===== src/rtl/iloc_pkg.sv =====
package iloc_pkg;

    // parser phase
    typedef enum logic [4:0] {
        PH_WAIT      = 5'd0,
        PH_HDR       = 5'd1,
        PH_SIZES1    = 5'd2,
        PH_SIZES2    = 5'd3,
        PH_ITEMCOUNT = 5'd4,
        PH_ITEMID    = 5'd5,
        PH_METHOD    = 5'd6,
        PH_DATAREF   = 5'd7,
        PH_BASEOFF   = 5'd8,
        PH_EXTCOUNT  = 5'd9,
        PH_EXTINDEX  = 5'd10,
        PH_EXTOFF    = 5'd11,
        PH_EXTLEN    = 5'd12
    } t_phase;

    // record kinds
    localparam logic [1:0] KIND_EXTENT = 2'd0;
    localparam logic [1:0] KIND_NOEXT  = 2'd1;
    localparam logic [1:0] KIND_EMPTY  = 2'd2;
    localparam logic [1:0] KIND_ERROR  = 2'd3;

    // error codes
    localparam logic [2:0] ERR_OFFSET_SIZE = 3'd0;
    localparam logic [2:0] ERR_LENGTH_SIZE = 3'd1;
    localparam logic [2:0] ERR_BASE_SIZE   = 3'd2;
    localparam logic [2:0] ERR_INDEX_SIZE  = 3'd3;
    localparam logic [2:0] ERR_VERSION     = 3'd4;

    // byte lengths of the fixed fields
    localparam logic [3:0] LEN_HDR    = 4'd4;
    localparam logic [3:0] LEN_NIBBLE = 4'd1;
    localparam logic [3:0] LEN_SHORT  = 4'd2;
    localparam logic [3:0] LEN_LONG   = 4'd4;

    localparam logic [7:0] VERSION_WIDE_IDS = 8'd2;
    localparam logic [7:0] VERSION_MAX      = 8'd2;

    // one output record
    typedef struct packed {
        logic [1:0]  kind;
        logic [2:0]  err;
        logic [31:0] item_id;
        logic [2:0]  method;
        logic [15:0] data_ref;
        logic [63:0] base_offset;
        logic [63:0] ext_index;
        logic [63:0] ext_offset;
        logic [63:0] ext_length;
        logic        last_item;
        logic        last_box;
    } t_rec;

    // field size nibble must be 0, 4 or 8
    function automatic logic size_ok(input logic [3:0] s);
        return (s == 4'd0) || (s == 4'd4) || (s == 4'd8);
    endfunction

endpackage


===== src/rtl/item_location_box_parser.sv =====
// a record is registered into the output or skid register as its final byte is accepted
// throughput: one byte per cycle while o_s_tready is high; each byte is one state update
// a two-entry output buffer (output register plus skid register) absorbs master stalls
// o_s_tready drops only while both output entries are full
// reset is synchronous, active low, and returns the parser to waiting for a box start
module item_location_box_parser (
    input  logic           i_clk,
    input  logic           i_rst_n,
    input  logic           i_s_tvalid,
    output logic           o_s_tready,
    input  logic [7:0]     i_s_tdata,   // data_byte
    input  logic [0:0]     i_s_tuser,   // box_start
    output logic           o_m_tvalid,
    input  logic           i_m_tready,
    // error_code, item_id, construction_method, data_reference_index, base_offset,
    // extent_index, extent_offset, extent_length, zero pad
    output logic [311:0]   o_m_tdata,
    output logic [2:0]     o_m_tuser,   // record_kind, last_of_item
    output logic           o_m_tlast    // last_of_box
);
    import iloc_pkg::*;

    t_phase      r_phase, n_phase;
    logic [3:0]  r_cnt, n_cnt;
    logic [7:0]  r_version, n_version;
    logic [3:0]  r_off_sz, n_off_sz;
    logic [3:0]  r_len_sz, n_len_sz;
    logic [3:0]  r_base_sz, n_base_sz;
    logic [3:0]  r_idx_sz, n_idx_sz;
    logic [31:0] r_items, n_items;
    logic [15:0] r_exts, n_exts;
    logic [63:0] r_acc, n_acc;
    logic [31:0] r_hid, n_hid;
    logic [2:0]  r_hmeth, n_hmeth;
    logic [15:0] r_hdref, n_hdref;
    logic [63:0] r_hbase, n_hbase;
    logic [63:0] r_hidx, n_hidx;
    logic [63:0] r_hoff, n_hoff;

    logic        r_out_valid, r_skid_valid;
    t_rec        r_out, r_skid;

    t_rec        res;
    logic        res_v;
    logic        s_fire;
    logic        out_fire;

    assign o_s_tready = !r_skid_valid;
    assign s_fire     = i_s_tvalid && o_s_tready;
    assign out_fire   = r_out_valid && i_m_tready;

    // field length in bytes for a phase
    function automatic logic [3:0] field_len(input t_phase ph, input logic [7:0] ver,
                                             input logic [3:0] base_sz,
                                             input logic [3:0] idx_sz,
                                             input logic [3:0] off_sz,
                                             input logic [3:0] len_sz);
        logic [3:0] l;
        begin
            case (ph)
                PH_HDR:                  l = LEN_HDR;
                PH_SIZES1, PH_SIZES2:    l = LEN_NIBBLE;
                PH_ITEMCOUNT, PH_ITEMID: l = (ver == VERSION_WIDE_IDS) ? LEN_LONG : LEN_SHORT;
                PH_METHOD, PH_DATAREF,
                PH_EXTCOUNT:             l = LEN_SHORT;
                PH_BASEOFF:              l = base_sz;
                PH_EXTINDEX:             l = idx_sz;
                PH_EXTOFF:               l = off_sz;
                PH_EXTLEN:               l = len_sz;
                default:                 l = LEN_NIBBLE;
            endcase
            return l;
        end
    endfunction

    // byte parser: one state update per accepted byte
    always_comb begin
        t_phase      ph;
        logic [3:0]  cnt;
        logic [3:0]  cnt1;
        logic [63:0] v;
        logic        wide;
        logic        fin;
        logic [63:0] fin_len;
        logic [63:0] fin_idx;
        logic [63:0] fin_off;
        logic        item_end;
        logic [15:0] ext_dec;
        logic [3:0]  idx_new;

        n_phase   = r_phase;
        n_cnt     = r_cnt;
        n_version = r_version;
        n_off_sz  = r_off_sz;
        n_len_sz  = r_len_sz;
        n_base_sz = r_base_sz;
        n_idx_sz  = r_idx_sz;
        n_items   = r_items;
        n_exts    = r_exts;
        n_acc     = r_acc;
        n_hid     = r_hid;
        n_hmeth   = r_hmeth;
        n_hdref   = r_hdref;
        n_hbase   = r_hbase;
        n_hidx    = r_hidx;
        n_hoff    = r_hoff;
        res       = '0;
        res_v     = 1'b0;

        ph       = i_s_tuser[0] ? PH_HDR : r_phase;
        cnt      = i_s_tuser[0] ? 4'd0 : r_cnt;
        cnt1     = cnt + 4'd1;
        v        = {((cnt == 4'd0) ? 56'd0 : r_acc[55:0]), i_s_tdata};
        wide     = (r_version == 8'd1) || (r_version == 8'd2);
        fin      = 1'b0;
        fin_len  = '0;
        fin_idx  = '0;
        fin_off  = '0;
        item_end = 1'b0;
        ext_dec  = r_exts - 16'd1;
        idx_new  = wide ? v[3:0] : 4'd0;

        if (s_fire && (ph != PH_WAIT)) begin
            n_phase = ph;
            n_acc   = v;
            n_cnt   = cnt1;
            if (cnt1 >= field_len(ph, r_version, r_base_sz, r_idx_sz, r_off_sz, r_len_sz))
            begin
                n_cnt = 4'd0;
                case (ph)
                    PH_HDR: begin
                        n_version = v[31:24];
                        n_phase   = PH_SIZES1;
                    end
                    PH_SIZES1: begin
                        n_off_sz = v[7:4];
                        n_len_sz = v[3:0];
                        if (!size_ok(v[7:4])) begin
                            res_v = 1'b1;
                            res.kind = KIND_ERROR;
                            res.err = ERR_OFFSET_SIZE;
                            res.last_box = 1'b1;
                            n_phase = PH_WAIT;
                        end else if (!size_ok(v[3:0])) begin
                            res_v = 1'b1;
                            res.kind = KIND_ERROR;
                            res.err = ERR_LENGTH_SIZE;
                            res.last_box = 1'b1;
                            n_phase = PH_WAIT;
                        end else begin
                            n_phase = PH_SIZES2;
                        end
                    end
                    PH_SIZES2: begin
                        n_base_sz = v[7:4];
                        n_idx_sz  = idx_new;
                        if (!size_ok(v[7:4])) begin
                            res_v = 1'b1;
                            res.kind = KIND_ERROR;
                            res.err = ERR_BASE_SIZE;
                            res.last_box = 1'b1;
                            n_phase = PH_WAIT;
                        end else if (!size_ok(idx_new)) begin
                            res_v = 1'b1;
                            res.kind = KIND_ERROR;
                            res.err = ERR_INDEX_SIZE;
                            res.last_box = 1'b1;
                            n_phase = PH_WAIT;
                        end else if (r_version > VERSION_MAX) begin
                            res_v = 1'b1;
                            res.kind = KIND_ERROR;
                            res.err = ERR_VERSION;
                            res.last_box = 1'b1;
                            n_phase = PH_WAIT;
                        end else begin
                            n_phase = PH_ITEMCOUNT;
                        end
                    end
                    PH_ITEMCOUNT: begin
                        n_items = v[31:0];
                        if (v[31:0] == 32'd0) begin
                            res_v = 1'b1;
                            res.kind = KIND_EMPTY;
                            res.last_box = 1'b1;
                            n_phase = PH_WAIT;
                        end else begin
                            n_phase = PH_ITEMID;
                        end
                    end
                    PH_ITEMID: begin
                        n_hid   = v[31:0];
                        n_hmeth = 3'd0;
                        n_phase = wide ? PH_METHOD : PH_DATAREF;
                    end
                    PH_METHOD: begin
                        n_hmeth = v[2:0];
                        n_phase = PH_DATAREF;
                    end
                    PH_DATAREF: begin
                        n_hdref = v[15:0];
                        n_hbase = '0;
                        n_phase = (r_base_sz != 4'd0) ? PH_BASEOFF : PH_EXTCOUNT;
                    end
                    PH_BASEOFF: begin
                        n_hbase = v;
                        n_phase = PH_EXTCOUNT;
                    end
                    PH_EXTCOUNT: begin
                        n_exts = v[15:0];
                        n_hidx = '0;
                        n_hoff = '0;
                        if (v[15:0] == 16'd0) begin
                            res_v = 1'b1;
                            res.kind = KIND_NOEXT;
                            item_end = 1'b1;
                        end else if (wide && (r_idx_sz != 4'd0)) begin
                            n_phase = PH_EXTINDEX;
                        end else if (r_off_sz != 4'd0) begin
                            n_phase = PH_EXTOFF;
                        end else if (r_len_sz != 4'd0) begin
                            n_phase = PH_EXTLEN;
                        end else begin
                            // extents without bytes collapse into one record
                            res_v = 1'b1;
                            res.kind = KIND_EXTENT;
                            item_end = 1'b1;
                        end
                        if (item_end) begin
                            res.item_id   = r_hid;
                            res.method    = r_hmeth;
                            res.data_ref  = r_hdref;
                            res.base_offset = r_hbase;
                            res.last_item = 1'b1;
                            res.last_box  = (r_items == 32'd1);
                        end
                    end
                    PH_EXTINDEX: begin
                        n_hidx = v;
                        if (r_off_sz != 4'd0) begin
                            n_phase = PH_EXTOFF;
                        end else if (r_len_sz != 4'd0) begin
                            n_phase = PH_EXTLEN;
                        end else begin
                            fin = 1'b1;
                            fin_idx = v;
                            fin_off = r_hoff;
                        end
                    end
                    PH_EXTOFF: begin
                        n_hoff = v;
                        if (r_len_sz != 4'd0) begin
                            n_phase = PH_EXTLEN;
                        end else begin
                            fin = 1'b1;
                            fin_idx = r_hidx;
                            fin_off = v;
                        end
                    end
                    PH_EXTLEN: begin
                        fin = 1'b1;
                        fin_len = v;
                        fin_idx = r_hidx;
                        fin_off = r_hoff;
                    end
                    default: begin
                        n_phase = PH_WAIT;
                    end
                endcase

                // end of one extent
                if (fin) begin
                    n_exts = ext_dec;
                    res_v = 1'b1;
                    res.kind = KIND_EXTENT;
                    res.item_id = r_hid;
                    res.method = r_hmeth;
                    res.data_ref = r_hdref;
                    res.base_offset = r_hbase;
                    res.ext_index = fin_idx;
                    res.ext_offset = fin_off;
                    res.ext_length = fin_len;
                    res.last_item = (ext_dec == 16'd0);
                    res.last_box = (ext_dec == 16'd0) && (r_items == 32'd1);
                    if (ext_dec == 16'd0) begin
                        item_end = 1'b1;
                    end else begin
                        n_hidx = '0;
                        n_hoff = '0;
                        if (wide && (r_idx_sz != 4'd0)) begin
                            n_phase = PH_EXTINDEX;
                        end else if (r_off_sz != 4'd0) begin
                            n_phase = PH_EXTOFF;
                        end else begin
                            n_phase = PH_EXTLEN;
                        end
                    end
                end

                // end of one item
                if (item_end) begin
                    n_items = r_items - 32'd1;
                    n_phase = (r_items == 32'd1) ? PH_WAIT : PH_ITEMID;
                end
            end
        end
    end

    // parser state registers
    always_ff @(posedge i_clk) begin
        if (!i_rst_n) begin
            r_phase <= PH_WAIT;
            r_cnt   <= 4'd0;
        end else begin
            r_phase <= n_phase;
            r_cnt   <= n_cnt;
        end
        r_version <= n_version;
        r_off_sz  <= n_off_sz;
        r_len_sz  <= n_len_sz;
        r_base_sz <= n_base_sz;
        r_idx_sz  <= n_idx_sz;
        r_items   <= n_items;
        r_exts    <= n_exts;
        r_acc     <= n_acc;
        r_hid     <= n_hid;
        r_hmeth   <= n_hmeth;
        r_hdref   <= n_hdref;
        r_hbase   <= n_hbase;
        r_hidx    <= n_hidx;
        r_hoff    <= n_hoff;
    end

    // output register with skid entry
    always_ff @(posedge i_clk) begin
        if (!i_rst_n) begin
            r_out_valid  <= 1'b0;
            r_skid_valid <= 1'b0;
        end else if (r_skid_valid) begin
            if (out_fire) begin
                r_out_valid  <= 1'b1;
                r_skid_valid <= 1'b0;
            end
        end else if (res_v) begin
            if (!r_out_valid || out_fire) begin
                r_out_valid <= 1'b1;
            end else begin
                r_skid_valid <= 1'b1;
            end
        end else if (out_fire) begin
            r_out_valid <= 1'b0;
        end
    end

    always_ff @(posedge i_clk) begin
        if (r_skid_valid) begin
            if (out_fire) begin
                r_out <= r_skid;
            end
        end else if (res_v) begin
            if (!r_out_valid || out_fire) begin
                r_out <= res;
            end else begin
                r_skid <= res;
            end
        end
    end

    // master side
    assign o_m_tvalid = r_out_valid;
    assign o_m_tdata  = {2'b00, r_out.ext_length, r_out.ext_offset, r_out.ext_index,
                         r_out.base_offset, r_out.data_ref, r_out.method,
                         r_out.item_id, r_out.err};
    assign o_m_tuser  = {r_out.last_item, r_out.kind};
    assign o_m_tlast  = r_out.last_box;

`ifndef SYNTHESIS
    // skid entry is only filled behind a full output register
    a_skid_behind_out: assert property (@(posedge i_clk) disable iff (!i_rst_n)
        r_skid_valid |-> r_out_valid)
        else $error("skid entry valid with empty output register");

    // a record is only produced by an active parser or a box start
    a_res_needs_active: assert property (@(posedge i_clk) disable iff (!i_rst_n)
        res_v |-> (s_fire && ((r_phase != PH_WAIT) || i_s_tuser[0])))
        else $error("record produced while waiting for a box start");

    // error records close the box and carry no item end
    a_error_closes_box: assert property (@(posedge i_clk) disable iff (!i_rst_n)
        (res_v && (res.kind == KIND_ERROR)) |=> (r_phase == PH_WAIT))
        else $error("parser still active after an error record");

    // non-error records carry a zero error code
    a_err_code_zero: assert property (@(posedge i_clk) disable iff (!i_rst_n)
        (r_out_valid && (r_out.kind != KIND_ERROR)) |-> (r_out.err == ERR_OFFSET_SIZE))
        else $error("nonzero error code on a non-error record");

    // a record that closes the box must close its item unless it is error or empty
    a_box_end_item_end: assert property (@(posedge i_clk) disable iff (!i_rst_n)
        (r_out_valid && r_out.last_box &&
         ((r_out.kind == KIND_EXTENT) || (r_out.kind == KIND_NOEXT))) |-> r_out.last_item)
        else $error("box ended inside an item");
`endif

endmodule

===== config.mk =====
export PLATFORM = sky130hd
export DESIGN_NAME = item_location_box_parser
export DESIGN_NICKNAME = d
export VERILOG_FILES = /design/src/rtl/iloc_pkg.sv /design/src/rtl/item_location_box_parser.sv
export SDC_FILE = /design/constraint.sdc
export NUM_CORES = 1
export LEC_CHECK = 0
export BUFFER_PORTS_ARGS = -buffer_cell sky130_fd_sc_hd__clkbuf_2
export CAP_MARGIN = 25
export CORE_MARGIN = 3
export CORE_UTILIZATION = 48
export DETAILED_ROUTE_END_ITERATION = 6
export PLACE_DENSITY = 0.78
export SYNTH_ARGS = -nofsm -noshare
export SYNTH_HDL_FRONTEND = slang
export SYNTH_SLANG_ARGS = --single-unit

===== constraint.sdc =====
create_clock -name i_clk -period 44.8 [get_ports i_clk]
set_input_delay 0 -clock i_clk [delete_from_list [all_inputs] [get_ports i_clk]]
set_output_delay 0 -clock i_clk [all_outputs]
set_load 0.005 [all_outputs]

; ---- After elaboration in Yosys (flattened, before gate mapping)
; Index checks and enable logic that the tools add are counted.
[op_classes]
addsub = 3
magnitude_cmp = 2
eq_ne = 23
n_mux = 104
bitwise = 2
reduce_logical = 49
[ops]
columns = operator, count
row1 = two-way mux 314 bit, 6
row2 = two-way mux 64 bit, 10
row3 = case mux 64 bit (2 select lines), 3
row4 = case mux 64 bit (3 select lines), 2
row5 = two-way mux 309 bit, 1
row6 = two-way mux 115 bit, 2
row7 = two-way mux 5 bit, 15
row8 = two-way mux 32 bit, 2
row9 = case mux 5 bit (12 select lines), 1
row10 = two-way mux 56 bit, 1
row11 = two-way mux 1 bit, 36
row12 = AND reduction 3 bit, 12
row13 = "== test 32 x 1 -> 1 bit, second input constant", 1
row14 = zero test 16 bit, 2
row15 = zero test 32 bit, 1
row16 = two-way mux 16 bit, 2
row17 = "subtractor 32 x 1 -> 32 bit, second input constant", 1
row18 = case mux 4 bit (7 select lines), 1
row19 = "== test 5 x 4 -> 1 bit, second input constant", 5
row20 = two-way mux 3 bit, 8
row21 = "== test 5 x 3 -> 1 bit, second input constant", 4
row22 = zero test 4 bit, 4
row23 = two-way mux 4 bit, 4
row24 = nonzero test 4 bit, 4
row25 = 26 further kinds, 55
[word_totals]
ff_bits = 1010
in_bits = 13
output_inout_bits = 318
elab_cells = 223

; ---- Logic depth before layout (Yosys ltp)
; Gate-level depths: netlist of the first run.
[logic_depth]
ltp_word = 16
ltp_mapped = 19
depth_no_buf = 15

; ---- Least setup slack after synthesis of the first run
; No wires, ideal clock.
[synth_path]
path_type = register to register
start = register r_phase[4]
end = register r_skid[0] (netlist bit), enable pin
setup_time_ns = 1.374
t_arrival_ns = 23.903
t_required_ns = 43.426
path_slack_ns = 19.523
stages_incl_launch_ff = 15
n_path_buf = 3
synth_period_minus_slack_ns = 25.277
cell_sequence = dfxtp_1 buf_2 nor4b_2 and2_1 clkbuf_1 clkbuf_1 a222oi_1 o211a_1 ha_1 a21o_1 a21o_1 a21o_1 o311ai_1 a22o_1 nor3_1
[synth_between]
elab_chain_cells = 9
word_cells_on_any_way = 28
classes_between = order compare (1) / eq/ne (12) / mux (10) / reduce/logical (5)
[synth_lines]
columns = item, line_no
row1 = start: declaration, item_location_box_parser.sv:23  ; t_phase r_phase, n_phase;
row2 = start signal: assignment, item_location_box_parser.sv:314  ; r_phase <= n_phase;
row3 = two-way mux 5 bit (*), item_location_box_parser.sv:110  ; ph = i_s_tuser[0] ? PH_HDR : r_phase;
row4 = == test 5 x 4 -> 1 bit (tied with other cells), "item_location_box_parser.sv:60, item_location_box_parser.sv:130"
row5 = OR reduction 3 bit (tied with other cells), item_location_box_parser.sv:60  ; case (ph)
row6 = case mux 4 bit (7 select lines) or two-way mux 1 bit (tied branches), "item_location_box_parser.sv:60, item_location_box_parser.sv:127"
row7 = two-way mux 4 bit or two-way mux 1 bit (tied branches), item_location_box_parser.sv:123  ; if (s_fire && (ph != PH_WAIT)) begin
row8 = >= comparator 4 bit or two-way mux 1 bit (tied branches), "item_location_box_parser.sv:127, item_location_box_parser.sv:271"
row9 = two-way mux 1 bit, item_location_box_parser.sv:127  ; if (cnt1 >= field_len(ph, r_version, r_base_sz, r_idx_sz, r_off_sz, r_len_sz))
row10 = two-way mux 1 bit (*), item_location_box_parser.sv:123
row11 = AND reduction 3 bit (no source line) (*), n/a
row12 = end signal: assignment, item_location_box_parser.sv:363  ; r_skid <= res;
row13 = end: declaration, item_location_box_parser.sv:41  ; t_rec r_out, r_skid;
; Mark *: on every way between the ends. The rest lies on a longest branch, timed or not. The select of a mux whose other input is x is not followed.
; A chain may end at the register's enable or synchronous reset.

; ---- Worst setup path in the final report of the first run
[layout_path]
start = register r_phase[3]
end = register r_out, in the netlist o_m_tdata[237], enable pin
[layout_between]
elab_chain_cells = 10
word_cells_on_any_way = 29
classes_between = order compare (1) / eq/ne (12) / mux (10) / reduce/logical (6)
[layout_lines]
columns = item, line_no
row1 = two-way mux 5 bit (*), item_location_box_parser.sv:110
row2 = == test 5 x 4 -> 1 bit (tied with other cells), "item_location_box_parser.sv:60, item_location_box_parser.sv:130"
row3 = OR reduction 3 bit (tied with other cells), item_location_box_parser.sv:60
row4 = case mux 4 bit (7 select lines) or two-way mux 1 bit (tied branches), "item_location_box_parser.sv:60, item_location_box_parser.sv:127"
row5 = two-way mux 4 bit or two-way mux 1 bit (tied branches), item_location_box_parser.sv:123
row6 = >= comparator 4 bit or two-way mux 1 bit (tied branches), "item_location_box_parser.sv:127, item_location_box_parser.sv:271"
row7 = two-way mux 1 bit, item_location_box_parser.sv:127
row8 = two-way mux 1 bit (*), item_location_box_parser.sv:123
row9 = nonzero test 2 bit (no source line) (*), n/a
row10 = AND reduction 3 bit (no source line) (*), n/a
row11 = end signal: assignment, item_location_box_parser.sv:357  ; r_out <= r_skid;
row12 = end signal: assignment, item_location_box_parser.sv:361  ; r_out <= res;
row13 = end: declaration, item_location_box_parser.sv:41
; Marks and branches as above.

==> results of run 1 <==
==> area by class of cell <==
class                   count  area [µm²]  area share [%]
repair buffers            390        2250            4.77
flip-flops and latches   1010       30200            64.1
inverters                  65         249           0.528
clock buffers             114        2580            5.46
well taps                1134        1420            3.01
clock inverters            71         716            1.52
multi-input cells        1608        9710            20.6
diodes                      1        2.50         0.00531
==> flip-flops by register name, indices dropped and copies added (netlist names), 5 cells and up <==
register / flops
r_phase: 5
r_hid: 32
r_acc: 56
r_items: 32
r_hdref: 16
r_exts: 16
r_hoff: 64
o_m_tdata: 310
r_hbase: 64
r_hidx: 64
r_version: 8
r_skid: 314
==> worst max-delay path by stage <==
stage,endpoint,slack [ns],cells past startpoint
floorplan,r_skid[0],19.52,14
global placement,o_m_tdata[164],37.48,16
CTS,o_m_tdata[230],37.33,16
global route,o_m_tdata[166],36.80,17
finish,o_m_tdata[237],37.36,16
detailed placement,o_m_tdata[90],37.34,16
==> repair_timing <==
item | CTS | global route
hold endpoints to repair | 80 | 0
hold buffers | 12 | 0
resized for setup | 0 | 0
==> cells in the final DEF (no fill, tap or decap), drive strengths merged, types with 10 or more instances in the layout <==
master,n
a22oi,205
a21o,321
and2,134
bufinv,11
nor4,27
clkinv,51
a32oi,33
nor3,18
a21oi,71
inv,69
nor2,413
o21ai,26
nand2,147
or3,10
buf,50
dlygate4sd3,12
xor2,15
clkbuf,442
edfxtp,999
nand2b,16
xnor2,29
dfxtp,11
ha,10
and3,29
nand3,15
==> logic make-up after synthesis <==
group,after synthesis,synth area share (%)
flops,1010,74.0
other cells,1,0.00918
fa+ha+maj,11,0.331
compound gates,705,12.6
buf+inv,258,2.53
simple gates,844,9.59
xor+xnor,44,0.944
mux,2,0.0490
==> power breakdown <==
| part | internal, W | leakage (nW) | switching (W) |
|---|---|---|---|
| registers | 0.00104 | 9.17 | 0.00000762 |
| clock network | 0.000479 | 1.60 | 0.000358 |
| logic | 0.0000106 | 8.25 | 0.0000334 |
| total | 0.00153 | 19.0 | 0.000399 |
==> layer usage <==
metal | up-vias | global-route usage (%)
met5 | - | 0
met4 | 0 | 7.19
met3 | 160 | 4.90
met2 | 1326 | 35.1
met1 | 12589 | 31.9
li1 | 11395 | -
==> worst reg2reg max path, stage by stage, from the launching register on <==
cell and delay, ns:
dfxtp_1 0.57, nor4b_2 0.85, and2_2 0.28, buf_4 0.69, a222oi_1 0.23, o211a_1 0.21
ha_1 0.27, a21o_1 0.10, a21o_1 0.12, a21o_1 0.30, nand3_2 0.10, buf_4 0.40
a22o_1 0.40, a22oi_2 0.18, buf_4 0.60, buf_4 0.77, buf_4 0.93
==> stage by stage <==
step                      area [µm²]  instances  hold WS [ns]  util, %
after global routing           47100       4392         0.108     56.2
after floorplan                40800       2876        0.0989        -
final                          47100       4393        0.0783     56.2
after CTS                      47100       4389       0.00285     56.1
after global placement         43600       4188         0.323     51.9
after detailed placement       43700       4192         0.313     52.0
==> metrics.md, run 1 <==
| Metric | Value |
|---|---|
| Hold Path Sink | `r_cnt[3]` |
| Kind of critical path | `reg -> reg` |
| Status | `finished clean` |
| Final setup TNS | `0 ns` |
| Post-Syn Area per Cell | `14.2 µm²` |
| PortBufs | `328` |
| Pwr per Cell Area | `41.0 mW/mm²` |
| Post-Place Setup Slack | `37.34 ns` |
| GP Congestion | `0.914` |
| RSZ-0062 raised after global routing | `false` |
| Count leader, synth | `edfxtp_1` |
| Die footprint | `0.0886 mm²` |
| Tot Pwr | `0.00193 W` |
| # rows | `106` |
| Via density | `5.80` |
| Final hold violation count | `0` |
| Yosys top cell area share | `73.4%` |
| Final Skew | `0.0353 ns` |
| Synth warn | `0` |
| Startpoint Class | `register` |
| Clock transition at the registers of the reported paths | `0.06 ns` |
| Synth top cells by count | `edfxtp_1 (999), nor2_1 (412), a21o_1 (321)` |
| Worst vdd ir | `0.0326 mV` |
| DR vias | `25470` |
| Final setup margin | `37.36 ns` |
| Global-route wire length before repair | `153000 µm` |
| CP Capture Type | `register` |
| Via count of the first global-routing pass | `24297` |
| Measured slew at the worst slew-check pin | `1.04 ns` |
| Register area share after synthesis | `74.0%` |
| Total Wirelength | `103000 µm` |
| Gate Count Post-Synth | `2875` |
| CP dominant cell by count | `buf_4` |
| Gr usage total | `22.5%` |
| Initial antenna violation count | `3` |
| Routed wl met3 | `10100 µm` |
| Largest area contributor in the netlist | `edfxtp_1` |
| GR Overflow Total | `0` |
| Routed length per placed instance | `23.4 µm` |
| Critical Path Source | `r_phase[3]` |
| Fmax | `134 MHz` |
| Synth Flop Type | `edfxtp_1` |
| Asr flop ratio synth | `0%` |
| Root Buffer | `clkbuf_16` |
| Slew Limit Headroom | `29.6%` |
| Worst R2R End | `o_m_tdata[237]` |
| Required time worst endpoint | `45.08 ns` |
| Min-Delay Path Class | `in -> reg` |
| # nets final | `3198` |
| Slew Limit Fails | `0` |
| CTS tree | `done` |
| Core Box Area | `0.0840 mm²` |
| Final Cycle Share | `16.6%` |
| # DRC | `0` |
| Die width | `298 µm` |
| Synth cell types | `71` |
| Final Setup Violations | `0` |
| Die height | `298 µm` |
| CP top delay family | `buffers and inverters` |
| P_leak | `19.0 nW` |
| Routed Antenna Nets | `0` |
| Crit-path slowest cell | `buf_4` |
| R2r startpoint | `r_phase[3]` |
| CP bufs+invs | `5` |
| R2r setup slk | `37.36 ns` |
| Longest Clk Path Bufs | `3` |
| CTS buffer count | `100` |
| Number of synthesized flops with an enable pin | `999` |
| Initial core utilization | `48.6%` |
| Slowest cell delay on critical path | `0.86 ns` |
| Clk sinks | `1010` |
| Max FO, Critical Path | `75` |
| Post-synthesis register bit count | `1010` |
| Fillers | `6520` |
| Largest cells by area after synthesis | `edfxtp_1 (73%), a21o_1 (5.9%), nor2_1 (3.8%)` |
| Post-Syn Area | `0.0408 mm²` |
| Hold path depth | `4` |
| Worst-Skew Late Latency | `0.66 ns` |
| Area delta synth->final | `15.4%` |
| Layout cells sized above 1 | `17.4%` |
| Post-DP HPWL | `63800 µm` |
| Largest net degree at the start of global routing | `98` |
| Post-CTS Setup Inserts | `0` |
| Worst Path Arrival | `7.72 ns` |
| Met1 WL | `42100 µm` |
| Wire length on met2 | `47800 µm` |
| Pre-antenna DRT Iters | `6` |
| CP Cell Sequence | `nor4b_2, and2_2, buf_4, a222oi_1, o211a_1, ha_1, a21o_1, a21o_1, a21o_1, nand3_2, buf_4, a22o_1, a22oi_2, buf_4, buf_4, buf_4` |
| H-tree depth | `3` |
| Worst hold start | `i_s_tuser` |
| DR iter-0 viols | `3313` |
| Clock period minus worst slack | `7.44 ns` |
| Max Cap Viol | `0` |
| Highest layer used for signal routing | `met4` |
| Ports | `331` |
| Worst reg2reg path depth | `16` |
Note: power is estimated with default switching activity, not from simulation.
==> inputs of run 2 (changes only) <==
--- a/config.mk
+++ b/config.mk
@@ -5,6 +5,7 @@
 export SDC_FILE = /design/constraint.sdc
 export NUM_CORES = 1
 export LEC_CHECK = 0
+export ABC_AREA = 1
 export BUFFER_PORTS_ARGS = -buffer_cell sky130_fd_sc_hd__clkbuf_2
 export CAP_MARGIN = 25
 export CORE_MARGIN = 3
==> constraint.sdc (replaced) <==
create_clock -name i_clk -period 7.5 [get_ports i_clk]
set_input_delay 0 -clock i_clk [delete_from_list [all_inputs] [get_ports i_clk]]
set_output_delay 0 -clock i_clk [all_outputs]
set_load 0.005 [all_outputs]
==> run 2 against run 1 <==
The flow now finishes with violations (design-rule violations). Combinational power grew to 26 times the previous value. Register-to-register slack lost 35 ns. Critical path depth grew 1. Worst setup slack lost 35 ns. Clock skew grew 0.013 ns. Via count grew 13%. Total power grew to 6.8 times the previous value.
==> metrics.md, run 2 <==
| Metric | Value |
|---|---|
| Core Box Area | `0.0888 mm² (+5.8%)` |
| Root Buffer | `clkbuf_16` |
| Hold path depth | `4 (unchanged)` |
| Worst-Skew Late Latency | `0.69 ns (+0.03 ns)` |
| Measured slew at the worst slew-check pin | `1.39 ns (+0.352 ns)` |
| CTS buffer count | `102 (+2.0%)` |
| Worst Path Arrival | `5.38 ns (-2.34 ns)` |
| Critical path depth in cells | `17 (+1)` |
| Routed length per placed instance | `21.5 µm (-7.9%)` |
| R2r startpoint | `r_phase[0]` |
| Synth top cells by count | `nor2_1 (1029), edfxtp_1 (999), nand2_1 (401)` |
| Register area share after synthesis | `70.1% (-3.9 points)` |
| Clock period minus worst slack | `5.09 ns (-2.35 ns)` |
| Startpoint Class | `register` |
| Post-CTS Setup Inserts | `0 (unchanged)` |
| Worst vdd ir | `0.197 mV (+500%)` |
| GP Congestion | `0.890 (-2.6%)` |
| Most common cell after layout, fill and taps aside | `nor2_1` |
| DR vias | `28853 (+13%)` |
| Logic pwr share | `8.8% (+6.5 points)` |
| CP Cell Sequence | `nor2_2, inv_2, nand2_2, nor2_4, inv_2, buf_4, o211ai_1, a211oi_1, ha_1, inv_1, nor2_1, o21ai_1, nand2_1, a31oi_4, nor2_4, buf_4, buf_4` |
| Tot Pwr | `0.0131 W (+580%)` |
| Synth Flop Type | `edfxtp_1` |
| Asr flop ratio synth | `0% (unchanged)` |
| Number of synthesized flops with an enable pin | `999 (unchanged)` |
| Post-cts repair resize count | `0 (unchanged)` |
| Critical Path Source | `r_phase[0]` |
| Clock share of power | `39.0% (-4.3 points)` |
| Final setup TNS | `0 ns (unchanged)` |
| Post-synthesis register bit count | `1010 (unchanged)` |
| RSZ-0062 raised after global routing | `false` |
| Initial core utilization | `48.6% (-0.096 points)` |
| Clk sinks | `1010 (unchanged)` |
| # DRC | `1 (+1)` |
| Slew Limit Fails | `0 (unchanged)` |
| Routed Antenna Nets | `0 (unchanged)` |
| # diodes | `0 (-1)` |
| Synth cell types | `54 (-24%)` |
| Final setup margin | `2.41 ns (-34.95 ns)` |
| Die footprint | `0.0934 mm² (+5.4%)` |
| CTS tree | `done` |
| Kind of critical path | `reg -> reg` |
| Final Cycle Share | `67.8% (+51 points)` |
| Met1 WL | `46900 µm (+11%)` |
| Largest area contributor in the netlist | `edfxtp_1` |
| Post-Place Setup Slack | `2.30 ns (-35.04 ns)` |
| Worst R2R End | `r_hidx[9]` |
| Final hold violation count | `0 (unchanged)` |
| PortBufs | `328 (unchanged)` |
| Die height | `306 µm (+2.7%)` |
| Layout cells sized above 1 | `18.7% (+1.4 points)` |
| Min-Delay Path Class | `in -> reg` |
| # nets final | `4004 (+25%)` |
| Slowest cell delay on critical path | `0.88 ns (+0.02 ns)` |
| H-tree depth | `3 (unchanged)` |
| Slew Limit Headroom | `7.10% (-23 points)` |
| Wire length on met2 | `52400 µm (+9.7%)` |
| Max Cap Viol | `0 (unchanged)` |
| Fmax | `197 MHz (+46%)` |
| Status | `finished with violations` |
| Largest net degree at the start of global routing | `174 (+78%)` |
| Post-Syn Area | `0.0431 mm² (+5.5%)` |
| CP endpoint | `r_hidx[9]` |
| GR Overflow Total | `0 (unchanged)` |
| CP bufs+invs | `6 (+1)` |
| Gate Count Post-Synth | `3679 (+28%)` |
| Die width | `306 µm (+2.7%)` |
| Final Setup Violations | `0 (unchanged)` |
| Synth warn | `0 (unchanged)` |
| Global-route wire length before repair | `170000 µm (+11%)` |
| Pwr per Cell Area | `265 mW/mm² (+550%)` |
| Highest layer used for signal routing | `met4` |
| Post-DP HPWL | `70500 µm (+11%)` |
| Int Pwr | `0.00981 W (+540%)` |
| Total Wirelength | `113000 µm (+9.8%)` |
| Longest Clk Path Bufs | `3 (unchanged)` |
| Via density | `5.51 (-4.9%)` |
| Largest cells by area after synthesis | `edfxtp_1 (70%), nor2_1 (9.0%), nand2_1 (3.5%)` |
| Biggest register | `r_skid` |
| Largest register FFs | `314 (unchanged)` |
| Net Sw Power | `0.00325 W (+710%)` |
| CP top delay family | `buffers and inverters` |
| Fillers | `7203 (+10%)` |
| Area delta synth->final | `14.5%` |
| Post-Syn Area per Cell | `11.7 µm² (-18%)` |
| Initial antenna violation count | `2 (-1)` |
| Sw Share | `24.9% (+4.2 points)` |
| Part of the power in registers | `52.2% (-2.2 points)` |
| Crit-path slowest cell | `buf_4` |
| P_leak | `19.1 nW (+0.44%)` |
| Yosys top cell area share | `69.6% (-3.9 points)` |
| CP dominant cell by count | `buf_4` |
| Failing checks | `design-rule violations` |
| Count leader, synth | `nor2_1` |
| Clock transition at the registers of the reported paths | `0.06 ns (about the same)` |
| # rows | `109 (+2.8%)` |
| R2r setup slk | `2.41 ns (-34.95 ns)` |
| Design area | `0.0493 mm² (+4.7%)` |
| Max FO, Critical Path | `71 (-5.3%)` |
| Gr usage total | `23.7% (+1.1 points)` |
| Ports | `331 (unchanged)` |
| Worst reg2reg path depth | `17 (+1)` |
| DR iter-0 viols | `3691 (+11%)` |
| Dpl cell area | `0.0458 mm² (+4.9%)` |
| Most frequent cells in the layout | `nor2_1 (1025), edfxtp_1 (999), nand2_1 (399)` |
| Final Skew | `0.0479 ns (+0.0126 ns)` |
| Pre-antenna DRT Iters | `7 (+1)` |
| CP Capture Type | `register` |
| Routed wl met3 | `10200 µm (+0.65%)` |
| Required time worst endpoint | `7.79 ns (-37.29 ns)` |
| Via count of the first global-routing pass | `27629 (+14%)` |
## run 2: cell types whose count changed after synthesis, sizes merged, moves of 36 or more
cell   delta
nor2    +693
and2    -133
inv     +215
a21o    -321
nand3    +93
nand2   +262
a22oi   -101
a21oi   +115
mux2    +115
o21ai    +36
## run 2: worst min-delay path by stage
| stage | endpoint | slack [ns] | startpoint |
|---|---|---|---|
| 2_1_floorplan | r_acc[0] | 0.1 | i_s_tdata[0] |
| 5_1_grt | r_phase[1] | 0.30 | i_rst_n |
| 6_report | r_phase[1] | 0.31 | i_rst_n |
| 3_5_place_dp | r_skid_valid | 0.36 | i_rst_n |
| 3_3_place_gp | r_skid_valid | 0.35 | i_rst_n |
| 4_1_cts | r_cnt[2] | 0.27 | i_rst_n |
## run 2: worst reg2reg max path: cells and delay by family (launching register included)
family	cells	cell delay (ns)
AO/OA/AOI/OAI	4	0.55
adder cells (fa/ha/maj)	1	0.23
buffers and inverters	6	2.69
flip-flops	1	0.36
AND/OR/NAND/NOR	6	0.85
## run 2: repair_timing
action                     4_1_cts  5_1_grt
setup endpoints to repair        0        0
hold buffers                    13        0
hold endpoints to repair        65        0
## run 2: power by group through the flow
stage	Sequential (W)	Combinational [W]	Clock, W
finish	0.00681	0.00115	0.00510
global route	0.00684	0.00125	0.00540
CTS	0.00681	0.00114	0.00517
detailed placement	0.00692	0.00113	0
global placement	0.00691	0.00111	0
floorplan	0.00691	0.000676	0
## run 2: cell families (layout without fill, tap and decap cells)
group	after synthesis	in the layout	synth area share [%]
simple gates	1669	1669	16.4
flops	1010	1010	70.1
buf+inv	468	856	4.52
compound gates	379	379	5.16
mux	115	115	3.00
xor+xnor	27	27	0.549
fa+ha+maj	10	10	0.290
other cells	1	2	0.00870
## run 2: area by class of cell
class                           count  area [µm²]  share of cell area, %
Multi-Input combinational cell   2202       11000                   22.4
Tap cell                         1165        1460                   2.95
Clock buffer                      121        2620                   5.32
Sequential cell                  1010       30200                   61.3
Timing Repair Buffer              384        2220                   4.50
Clock inverter                     70         703                   1.43
Inverter                          281        1080                   2.19
## run 2: routing by layer
metal / vias to the layer above / global-route usage (%)
li1: 13193 / -
met2: 1405 / 36.7
met3: 181 / 4.73
met5: - / 0
met4: 0 / 7.53
met1: 14074 / 33.8
## run 2: stage by stage
stage / util, % / hold slack, ns / std cells
3_3_place_gp: 51.6 / 0.348 / 5024
2_1_floorplan: - / 0.0989 / 3680
4_1_cts: 55.5 / 0.269 / 5229
3_5_place_dp: 51.6 / 0.358 / 5025
6_report: 55.6 / 0.309 / 5233
5_1_grt: 55.6 / 0.303 / 5233
